### src/hdl/mtdc_pkg.sv
// ----------------------------------------------------------------------------
// mtdc_pkg
// Shared widths, register indexes and controller/datapath bundles for the
// multi-tap delay chorus core.
// ----------------------------------------------------------------------------
package mtdc_pkg;

   // fixed field widths
   localparam int SAMPLE_W     = 16;
   localparam int LEN_REG_W    = 13;
   localparam int VOICE_REG_W  = 5;
   localparam int CSR_DATA_W   = 13;
   localparam int CSR_INDEX_W  = 4;

   // register reset values
   localparam int RESET_LENGTH = 4096;
   localparam int RESET_VOICES = 1;

   // register indexes
   typedef enum logic [CSR_INDEX_W-1:0] {
      CSR_LINE_LENGTH  = 4'd0,
      CSR_VOICE_COUNT  = 4'd1
   } csr_index_type;

   // controller to datapath commands
   typedef struct packed {
      logic accept;
      logic write_mem;
      logic tap_init;
      logic tap_issue;
      logic step_zero;
      logic step_load;
      logic div_start;
      logic div_avg;
      logic out_load;
   } dp_cmd_type;

   // datapath to controller status
   typedef struct packed {
      logic div_done;
      logic out_free;
      logic one_voice;
      logic tap_last;
   } dp_status_type;

endpackage

### src/hdl/mtdc_ctrl.sv
// ----------------------------------------------------------------------------
// mtdc_ctrl
// Sequencer for one item: store, step divide (skipped with one voice), tap
// walk, average divide, hand-off to the output register.
// ----------------------------------------------------------------------------
module mtdc_ctrl import mtdc_pkg::*; (
   input  logic          clock,
   input  logic          reset,
   input  logic          req_valid,
   output logic          req_ready,
   input  dp_status_type status,
   output dp_cmd_type    cmd
);

   typedef enum logic [3:0] {
      S_IDLE,
      S_WRITE,
      S_STEP_START,
      S_STEP_WAIT,
      S_TAPS,
      S_DRAIN,
      S_AVG_START,
      S_AVG_WAIT,
      S_FINISH
   } state_type;

   state_type state_ff;
   logic      ready_ff;

   // state and ready
   always_ff @(posedge clock) begin
      if (reset) begin
         state_ff <= S_IDLE;
         ready_ff <= 1'b1;
      end else begin
         case (state_ff)
            S_IDLE: begin
               if (req_valid && ready_ff) begin
                  state_ff <= S_WRITE;
                  ready_ff <= 1'b0;
               end
            end
            S_WRITE: begin
               state_ff <= status.one_voice ? S_TAPS : S_STEP_START;
            end
            S_STEP_START: state_ff <= S_STEP_WAIT;
            S_STEP_WAIT: begin
               if (status.div_done) begin
                  state_ff <= S_TAPS;
               end
            end
            S_TAPS: begin
               if (status.tap_last) begin
                  state_ff <= S_DRAIN;
               end
            end
            S_DRAIN:     state_ff <= S_AVG_START;
            S_AVG_START: state_ff <= S_AVG_WAIT;
            S_AVG_WAIT: begin
               if (status.div_done) begin
                  state_ff <= S_FINISH;
               end
            end
            S_FINISH: begin
               if (status.out_free) begin
                  state_ff <= S_IDLE;
                  ready_ff <= 1'b1;
               end
            end
            default: begin
               state_ff <= S_IDLE;
               ready_ff <= 1'b1;
            end
         endcase
      end
   end

   // command decode
   always_comb begin
      cmd           = '0;
      cmd.accept    = (state_ff == S_IDLE) && req_valid && ready_ff;
      cmd.write_mem = (state_ff == S_WRITE);
      cmd.tap_init  = (state_ff == S_WRITE);
      cmd.step_zero = (state_ff == S_WRITE) && status.one_voice;
      cmd.div_start = (state_ff == S_STEP_START) || (state_ff == S_AVG_START);
      cmd.div_avg   = (state_ff == S_AVG_START) || (state_ff == S_AVG_WAIT);
      cmd.step_load = (state_ff == S_STEP_WAIT) && status.div_done;
      cmd.tap_issue = (state_ff == S_TAPS);
      cmd.out_load  = (state_ff == S_FINISH) && status.out_free;
   end

   assign req_ready = ready_ff;

endmodule

### config.mk
export PLATFORM = sky130hd
export DESIGN_NAME = mtdc_ctrl
export DESIGN_NICKNAME = d
export VERILOG_FILES = /design/src/hdl/mtdc_pkg.sv /design/src/hdl/mtdc_ctrl.sv
export SDC_FILE = /design/constraint.sdc
export NUM_CORES = 1
export LEC_CHECK = 0
export ABC_AREA = 1
export ABC_CLOCK_PERIOD_IN_PS = 2700
export BUFFER_PORTS_ARGS = -buffer_cell sky130_fd_sc_hd__buf_2
export CELL_PAD_IN_SITES_DETAIL_PLACEMENT = 2
export CELL_PAD_IN_SITES_GLOBAL_PLACEMENT = 2
export CORE_AREA = 2 2 44 46
export DETAILED_ROUTE_END_ITERATION = 8
export DIE_AREA = 0 0 46 48
export PLACE_DENSITY_LB_ADDON = 0.1
export SYNTH_ARGS = -nofsm -noshare
export SYNTH_HDL_FRONTEND = slang
export SYNTH_SLANG_ARGS = --single-unit
### constraint.sdc
create_clock -name clock -period 2.7 [get_ports clock]
set_input_delay 0.27 -clock clock [delete_from_list [all_inputs] [get_ports clock]]
set_output_delay 0.27 -clock clock [all_outputs]
set_load 0.05 [all_outputs]
# Word level (Yosys, flattened, before mapping)
# Cells that the tools add are included.
# W data, S select, Z words.
[op_classes]
n_eq_ne = 13
muxes = 10
bitwise = 1
reduce_logical = 12
[ops]
columns = ["cell", "n"]
rows = [
  ["$pmux W4 S9", 1],
  ["$mux W4", 5],
  ["$eq A4 B3 Y1 const B", 4],
  ["$ne A2 B2 Y1 const B", 5],
  ["$eq A4 B2 Y1 const B", 2],
  ["$reduce_or A7 Y1", 1],
  ["$logic_and A1 B1 Y1", 6],
  ["$reduce_and A5 Y1", 1],
  ["$eq A4 B1 Y1 const B", 1],
  ["$eq A4 B4 Y1 const B", 1],
  ["$logic_not A4 Y1", 1],
  ["$mux W3", 1],
  ["$pmux W1 S3", 1],
  ["$reduce_and A3 Y1", 1],
  ["$logic_or A1 B1 Y1", 2],
  ["$mux W1", 2],
  ["$not A1 Y1", 1],
]
[totals]
register_bits = 5
output_inout_bits = 10

# Longest topological paths before layout
# Gate-level depths: netlist of the first run.
[logic_depth]
depth_word = 4
mapped_depth = 7
ltp_nobuf = 7

# Worst setup path after synthesis of the first run
# Ideal clock, no wire load.
[synth_path]
path_kind = "register -> output"
start = "register state_ff[0]"
end = "output port cmd[0] (netlist bit)"
t_arrival_ns = 2.092
t_required_ns = 2.430
path_slack_ns = 0.338
path_stages_with_launch = 4
n_path_buf = 0
cell_sequence = "dfxtp_1 -> nor2_2 -> inv_1 -> nor4_1"
[synth_rtl]
columns = ["element", "line_no", "text"]
rows = [
  ["start: declaration", "mtdc_ctrl.sv:27", "state_type state_ff;"],
  ["start signal: assignment", "mtdc_ctrl.sv:44", "state_ff <= status.one_voice ? S_TAPS : S_STEP_START;"],
  ["end: declaration", "mtdc_ctrl.sv:12", "output dp_cmd_type cmd"],
]

==> impl_results.rst, run 1 <==
.. list-table::
   :header-rows: 1

   * - Metric
     - Value
   * - Run status
     - complete, no violations
   * - Shortest clock period the worst path allows after layout
     - 1.70 ns
   * - Number of placement rows
     - 15
   * - Vias per cell
     - between 4 and 5
   * - TritonCTS clock tree
     - yes
   * - Number of slew-limit violations in the final report
     - 0
   * - Final core utilization
     - 0.286
   * - Endpoints failing hold
     - 0
   * - Number of cells in the finished layout apart from fillers
     - 94
   * - Setup fix buffers added after clock tree synthesis
     - 0
   * - Worst-Margin Slew
     - around 0.28 ns
   * - Worst min-delay path startpoint
     - reset
   * - Total Routing Usage GR
     - 0.115
   * - Number of antenna violations at the first check in global routing
     - 0
   * - Clk_skew
     - about 0.001 ns
   * - Antenna-violating nets left
     - 0
   * - Count of maximum capacitance violations
     - 0
   * - Cell area after placement
     - about 460 sq um
   * - RSZ-0062 raised after global routing
     - no
   * - Initial Utilization
     - 0.215
   * - Net switching share of the total power
     - 0.581
   * - Fin Hold WS
     - 0.243 ns
   * - Min-delay worst type
     - primary input to flop
   * - WL per Instance
     - roughly 12 um
   * - Worst path bufs/invs
     - 2
   * - Pwr/cell area
     - around 1300 nW/um^2
   * - Longest Clk Path Bufs
     - 2
   * - Clock insertion delay at the later pin of the skew report
     - ~0.24 ns
   * - Floorplan die height
     - around 48 um
   * - Clk root buf
     - sky130_fd_sc_hd__clkbuf_4
   * - Final-layout fill cell count
     - around 230
   * - Leakage power
     - about 0.26 nW
   * - Die outline area
     - between 2000 and 2500 sq um
   * - Nature of the critical path endpoint
     - output port
   * - Most common cell after layout, fill and taps aside
     - sky130_fd_sc_hd__buf_2
   * - Gp weighted congestion
     - just under 0.7
   * - Number of DRC markers after the initial detailed-route iteration
     - 2
   * - Relative slew slack
     - 0.811
   * - Antenna Cells
     - 0
   * - Vias after detailed routing
     - around 420
   * - Critical setup path kind
     - flop to output port
   * - Sum of negative setup slack
     - 0 ns
   * - Part of the total power dissipated in the clock network
     - 0.132
   * - Final design instance area without fill
     - a little under 500 sq um
   * - Crit start category
     - flop
   * - Number of distinct library cells after synthesis
     - 19
   * - Die width
     - between 40 and 50 um
   * - Origin of the worst setup path
     - state_ff[0]
   * - First-pass iteration count of the detailed router
     - 3
   * - Total length of routed wires
     - 1.14 mm
   * - Number of cells produced by synthesis
     - 58
   * - Quantity of hold-fixing buffers added after cts
     - 0
   * - Switching component of the power
     - 0.365 mW
   * - Critical path, cell by cell
     - nor2_2 > inv_1 > nor4_1 > buf_2
   * - Number of warnings issued by yosys
     - 0
   * - Post-cts sizing count
     - 0
   * - Synth Net Count
     - 65
   * - Final cycle utilization of the critical path
     - 0.631
   * - # IOs
     - 17
   * - Worst Path Arrival
     - between 1 and 1.5 ns
   * - Relative area change from synthesis to final layout
     - 33.1%
   * - F_max
     - between 500 and 600 MHz
   * - Mapped Avg Cell Area
     - roughly 6.3 sq um
   * - Worst-path clk slew
     - ~0.040 ns
   * - Dominant delay contributor by cell family on the critical path
     - buffers and inverters
   * - Proportion of layout cells with a drive suffix above 1
     - 0.377
   * - Peak supply drop
     - 0.389 mV
   * - Combinational fraction of design power
     - 0.671
   * - Proportion of power drawn by flip-flops and latches
     - 0.197
   * - Flops & latches, synth
     - 5
   * - Number of clock sinks seen by CTS
     - 5
   * - Number of instances in the placed design
     - 90
   * - Pin count of the biggest net entering global routing
     - 8
   * - Netlist Area Pre-Place
     - around 360 sq um
   * - H-tree levels
     - 1
   * - # DRC
     - 0
   * - Worst path required time
     - between 2 and 2.5 ns
   * - Top library cells by usage in the layout, fill and taps aside
     - sky130_fd_sc_hd__buf_2 (16), sky130_fd_sc_hd__nor2_1 (10), sky130_fd_sc_hd__nand2_1 (10)
   * - Final #Nets
     - 85
   * - Number of global-route vias before repair
     - ~450
   * - Origin of the critical flop-to-flop path
     - state_ff[3]
   * - Number of setup violations in the final report
     - 0
   * - DP Worst Slack
     - 1.24 ns
   * - Maximum cell stage delay along the critical path
     - about 0.34 ns
   * - Wire length of the first global-routing pass
     - about 1.8 mm
   * - Maximum fanout along the worst path
     - 5
   * - Cell Int Power
     - roughly 0.26 mW
   * - Number of buffers created by CTS
     - 3
   * - Placeable Area
     - between 1500 and 2000 sq um
   * - Power Total
     - around 0.63 mW
   * - Final HPWL from detailed placement
     - about 960 um
   * - Register area share after synthesis
     - 0.276
   * - Final Worst Setup Slack
     - between 0.9 and 1 ns
   * - Total congestion overflow
     - 0
   * - IO Port Bufs
     - 16
   * - Slowest library cell on the worst path
     - sky130_fd_sc_hd__dfxtp_1
## cells in the mapped netlist
library cell | count | area [sq um]
sky130_fd_sc_hd__a21oi_1 | 4 | 20.0
sky130_fd_sc_hd__a31oi_1 | 1 | 6.26
sky130_fd_sc_hd__buf_4 | 1 | 7.51
sky130_fd_sc_hd__clkinv_2 | 1 | 5.00
sky130_fd_sc_hd__dfxtp_1 | 5 | 100
sky130_fd_sc_hd__inv_1 | 7 | 26.3
sky130_fd_sc_hd__inv_2 | 2 | 7.51
sky130_fd_sc_hd__nand2_1 | 10 | 37.5
sky130_fd_sc_hd__nand2_2 | 1 | 6.26
sky130_fd_sc_hd__nand3_1 | 1 | 5.00
sky130_fd_sc_hd__nand3_2 | 3 | 30.0
sky130_fd_sc_hd__nand3b_1 | 1 | 7.51
sky130_fd_sc_hd__nand4_1 | 1 | 6.26
sky130_fd_sc_hd__nor2_1 | 10 | 37.5
sky130_fd_sc_hd__nor2_2 | 3 | 18.8
sky130_fd_sc_hd__nor3_1 | 2 | 10.0
sky130_fd_sc_hd__nor4_1 | 1 | 6.26
sky130_fd_sc_hd__o211ai_1 | 2 | 15.0
sky130_fd_sc_hd__o21ai_1 | 2 | 10.0
## sequential cells by signal, summed over array words and instances, names as in the netlist
| register | flops |
|---|---|
| state_ff | 4 |
| req_ready | 1 |
## worst reg2reg max path, delay by kind of cell, from the launching register on
kind                   cells  cell delay, ns
buffers and inverters      1            0.11
AND/OR/NAND/NOR            5            0.45
flip-flops                 1            0.47
AO/OA/AOI/OAI              1            0.11
## worst paths after layout
check	slack, ns	depth (start not counted)	to
max	1.0	4	cmd[0]
min reg2reg	0.52	2	req_ready
max reg2reg	1.44	7	state_ff[2]
min	0.24	2	state_ff[3]
## layout make-up
| class | count | area (sq um) | area share |
|---|---|---|---|
| inverters | 10 | 38.8 | 0.0803 |
| well taps | 17 | 21.3 | 0.0440 |
| multi-input cells | 42 | 216 | 0.448 |
| flip-flops and latches | 5 | 100 | 0.207 |
| clock buffers | 4 | 26.3 | 0.0544 |
| repair buffers | 16 | 80.1 | 0.166 |
## power by group through the flow
stage | clock network, mW | registers, mW | logic [mW]
finish | 0.0833 | 0.124 | 0.422
CTS | 0.0876 | 0.124 | 0.424
floorplan | 0 | 0.147 | 0.317
global placement | 0 | 0.125 | 0.421
detailed placement | 0 | 0.126 | 0.420
global route | 0.0926 | 0.129 | 0.458
## kinds of logic (layout without fill, tap and decap cells)
logic type,count (synthesis),count (layout),share of synthesized area
buffers and inverters,11,30,0.128
and+or+nand+nor,33,33,0.455
AOI/OAI and AO/OA,9,9,0.141
DFF,5,5,0.276
## layer usage
metal	share of wire	routed length [um]	vias up	global-route usage
met4	0	0	0	0.0514
met1	0.50	572	184	0.138
met2	0.45	508	15	0.197
li1	-	-	225	-
met3	0.048	54	0	0.0226
met5	0	0	-	0
Power figures use the tool's default switching activity.
==> run 2, diff against run 1 <==
--- a/config.mk
+++ b/config.mk
@@ -5,14 +5,14 @@
 export SDC_FILE = /design/constraint.sdc
 export NUM_CORES = 1
 export LEC_CHECK = 0
-export ABC_AREA = 1
-export ABC_CLOCK_PERIOD_IN_PS = 2700
+export ABC_AREA = 0
+export ABC_CLOCK_PERIOD_IN_PS = 1400
 export BUFFER_PORTS_ARGS = -buffer_cell sky130_fd_sc_hd__buf_2
 export CELL_PAD_IN_SITES_DETAIL_PLACEMENT = 2
 export CELL_PAD_IN_SITES_GLOBAL_PLACEMENT = 2
-export CORE_AREA = 2 2 44 46
+export CORE_AREA = 2 2 47 49
 export DETAILED_ROUTE_END_ITERATION = 8
-export DIE_AREA = 0 0 46 48
+export DIE_AREA = 0 0 49 51
 export PLACE_DENSITY_LB_ADDON = 0.1
 export SYNTH_ARGS = -nofsm -noshare
 export SYNTH_HDL_FRONTEND = slang
==> constraint.sdc (replaced) <==
create_clock -name clock -period 1.4 [get_ports clock]
set_input_delay 0.14 -clock clock [delete_from_list [all_inputs] [get_ports clock]]
set_output_delay 0.14 -clock clock [all_outputs]
set_load 0.05 [all_outputs]
==> run 2 against run 1 <==
  * Critical path type unchanged
  * Synthesized cell count is 16% lower
  * Largest power group unchanged
  * Wire length is 42% higher
  * Sequential share of layout area is 6.2 points lower
  * Highest routed layer unchanged
  * First-iteration DRC count shrank 50%
  * The flow now finishes with violations (negative setup slack)
  * Largest cell class unchanged
==> impl_results.rst, run 2 <==
.. list-table::
   :header-rows: 1

   * - Metric
     - Value
   * - Pin count of the biggest net entering global routing
     - 8 (unchanged)
   * - Critical setup path kind
     - flop to output port
   * - Peak supply drop
     - 0.950 mV (+140%)
   * - Final design instance area without fill
     - 817 sq um (+69%)
   * - Worst Path Arrival
     - 1.31 ns (-0.12 ns)
   * - Endpoints failing hold
     - 0 (unchanged)
   * - Final Worst Setup Slack
     - -0.0543 ns (-1.05 ns)
   * - Detailed-routed wire length on met3
     - 40 um (-26%)
   * - Number of slew-limit violations in the final report
     - 0 (unchanged)
   * - Uppermost layer routed
     - met3
   * - Fraction of registers with async set/reset
     - 0 (unchanged)
   * - Yosys top cell area share
     - 0.247 (-0.0289)
   * - Number of enable-type register cells in the synthesized netlist
     - 0 (unchanged)
   * - Number of warnings issued by yosys
     - 0 (unchanged)
   * - Top library cells by usage in the layout, fill and taps aside
     - sky130_fd_sc_hd__buf_6 (9), sky130_fd_sc_hd__buf_4 (8), sky130_fd_sc_hd__buf_2 (7)
   * - Floorplan die height
     - 51 um (+6.3%)
   * - # IOs
     - 17 (unchanged)
   * - Total length of routed wires
     - 1.61 mm (+42%)
   * - WL per Instance
     - 15.2 um (+26%)
   * - Cell area after placement
     - 602 sq um (+32%)
   * - Failing checks
     - negative setup slack
   * - Die outline area
     - 2500 sq um (+13%)
   * - Number of setup violations in the final report
     - 3 (+3)
   * - Number of distinct library cells after synthesis
     - 28 (+9)
   * - Shortest clock period the worst path allows after layout
     - 1.45 ns
   * - IO Port Bufs
     - 16 (unchanged)
   * - WL met1
     - 660 um (+15%)
   * - Worst path bufs/invs
     - 1 (-1)
   * - Antenna-violating nets left
     - 0 (unchanged)
   * - Worst-path clk slew
     - 0.05 ns (about the same)
   * - Min-delay worst type
     - primary input to flop
   * - Most instantiated cells after synthesis
     - sky130_fd_sc_hd__dfxtp_1 (5), sky130_fd_sc_hd__nor3_1 (4)
   * - Final HPWL from detailed placement
     - 1.15 mm (+20%)
   * - Synth Net Count
     - 56 (-14%)
   * - Most common cell after layout, fill and taps aside
     - sky130_fd_sc_hd__buf_6
   * - Routed length on met2
     - 908 um (+79%)
   * - Total Routing Usage GR
     - 0.149 (+0.0339)
   * - Sum of negative setup slack
     - -0.107 ns (-0.107 ns)
   * - Total congestion overflow
     - 0 (unchanged)
   * - Leakage power
     - 0.353 nW (+34%)
   * - Placeable Area
     - 2060 sq um (+22%)
   * - Number of clock sinks seen by CTS
     - 5 (unchanged)
   * - Most repeated cell in the gate-level netlist after synthesis
     - sky130_fd_sc_hd__dfxtp_1
   * - Dominant delay contributor by cell family on the critical path
     - simple AND/OR/NAND/NOR gates
   * - Clk root buf
     - sky130_fd_sc_hd__clkbuf_4
   * - Pwr/cell area
     - 2280 nW/um^2 (+75%)
   * - Most flops, register
     - state_ff
   * - Number of buffers created by CTS
     - 3 (unchanged)
   * - Final-layout fill cell count
     - 247 (+5.6%)
   * - Netlist Area Pre-Place
     - 405 sq um (+12%)
   * - Worst-Margin Slew
     - 0.263 ns (-0.0202 ns)
   * - Power Total
     - 1.87 mW (+200%)
   * - Slowest library cell on the worst path
     - sky130_fd_sc_hd__dfxtp_4
   * - Final #Nets
     - 86 (+1.2%)
   * - Wire length of the first global-routing pass
     - 2.73 mm (+51%)
   * - Critical path, cell by cell
     - nor4_4 > nor2b_4 > buf_8
   * - Die width
     - 49 um (+6.5%)
   * - F_max
     - ~690 MHz
   * - H-tree levels
     - 1 (unchanged)
   * - TritonCTS clock tree
     - yes
   * - Fin Hold WS
     - 0.207 ns (-0.0355 ns)
   * - Longest Clk Path Bufs
     - 2 (unchanged)
   * - Maximum fanout along the worst path
     - 5 (unchanged)
   * - Number of global-route vias before repair
     - 562 (+25%)
   * - First-pass iteration count of the detailed router
     - 2 (-1)
   * - Number of cells produced by synthesis
     - 49 (-16%)
   * - Register area share after synthesis
     - 0.247 (-0.0289)
   * - RSZ-0062 raised after global routing
     - yes
   * - Primary FF master, synth
     - sky130_fd_sc_hd__dfxtp_1
   * - Vias per cell
     - 4.54 (+0.60%)
   * - Max reg flops
     - 4 (unchanged)
   * - Maximum cell stage delay along the critical path
     - 0.38 ns (+0.04 ns)
   * - Count of maximum capacitance violations
     - 0 (unchanged)
   * - Relative area change from synthesis to final layout
     - 102%
   * - Relative slew slack
     - 0.823 (+0.0119)
   * - Flops & latches, synth
     - 5 (unchanged)
   * - Number of placement rows
     - 17 (+2)
   * - Nature of the critical path endpoint
     - output port
   * - Quantity of hold-fixing buffers added after cts
     - 0 (unchanged)
   * - Worst path required time
     - 1.26 ns (-1.17 ns)
   * - Number of antenna violations at the first check in global routing
     - 0 (unchanged)
   * - Proportion of layout cells with a drive suffix above 1
     - 0.718 (+0.341)
   * - Antenna Cells
     - 0 (unchanged)
   * - # DRC
     - 0 (unchanged)
   * - Gp weighted congestion
     - 0.682 (+0.12%)
   * - Top cells by area, synth
     - sky130_fd_sc_hd__dfxtp_1 (25%), sky130_fd_sc_hd__o32ai_4 (6.8%), sky130_fd_sc_hd__mux2i_1 (4.9%)
   * - Crit start category
     - flop
   * - Mapped Avg Cell Area
     - 8.27 sq um (+32%)
   * - Final core utilization
     - 0.396 (+0.110)
   * - Final cycle utilization of the critical path
     - 1.04
   * - Vias after detailed routing
     - 481 (+13%)
   * - Clock insertion delay at the later pin of the skew report
     - 0.25 ns (about the same)
   * - Initial Utilization
     - 0.196 (-0.0183)
   * - Biggest area consumer among synthesized cells
     - sky130_fd_sc_hd__dfxtp_1
   * - Run status
     - finished, violations left
   * - Clk_skew
     - 0.00626 ns (+0.00526 ns)
   * - Number of DRC markers after the initial detailed-route iteration
     - 1 (-1)
run 2: cell count changes in the layout (fill, tap and decap cells not counted), sizes merged, moves of 2 or more:
cell | previous run | this run
a21oi | 4 | 1
and3 | 0 | 2
buf | 16 | 27
inv | 9 | 5
mux2i | 0 | 2
nand2 | 11 | 3
nand2b | 0 | 4
nand3 | 4 | 0
nor2 | 13 | 3
nor2b | 0 | 2
nor3 | 2 | 4
o21ai | 2 | 4
run 2: area by class of cell:
type,count,area [sq um],share of cell area
multi-input combinational,37,377,0.461
timing repair buffer,27,241,0.296
sequential,5,119,0.145
tap,28,35.0,0.0429
clock buffer,4,26.3,0.0322
inverter,5,18.8,0.0230
run 2: path summary, 6_finish.rpt:
check,start,endpoint,slack [ns],depth (start not counted)
min reg2reg,req_ready,req_ready,0.51,2
max reg2reg,state_ff[1],state_ff[3],-0.02,4
max,state_ff[2],cmd[8],-0.05,3
min,reset,req_ready,0.21,2
run 2: repair_timing:
item	in CTS	in global routing
setup endpoints to repair	10	13
pin swaps	5	3
gates resized for setup	30	20
buffers inserted	0	2
run 2: logic make-up (layout without fill, tap and decap cells):
group	count (synthesis)	after routing	share of synthesized area
mux	3	3	0.0864
compound gates	10	10	0.244
flops	5	5	0.247
buf+inv	7	36	0.0772
simple gates	24	24	0.346
run 2: metrics by stage:
| step | setup slack, ns | instances |
|---|---|---|
| floorplan | -0.311 | 49 |
| global route | -0.121 | 106 |
| detailed placement | -0.0185 | 101 |
| CTS | -0.0347 | 104 |
| global placement | 0.0255 | 101 |
| finish | -0.0543 | 106 |
run 2: metal layers:
layer	global-route usage	vias to the layer above
met1	0.164	239
met3	0.0263	0
li1	-	232
met4	0.0857	0
met5	0	-
met2	0.269	10
run 2: report_power, final:
group | switching, mW | internal, mW
clock network | 0.0650 | 0.108
registers | 0.112 | 0.218
logic | 0.737 | 0.625
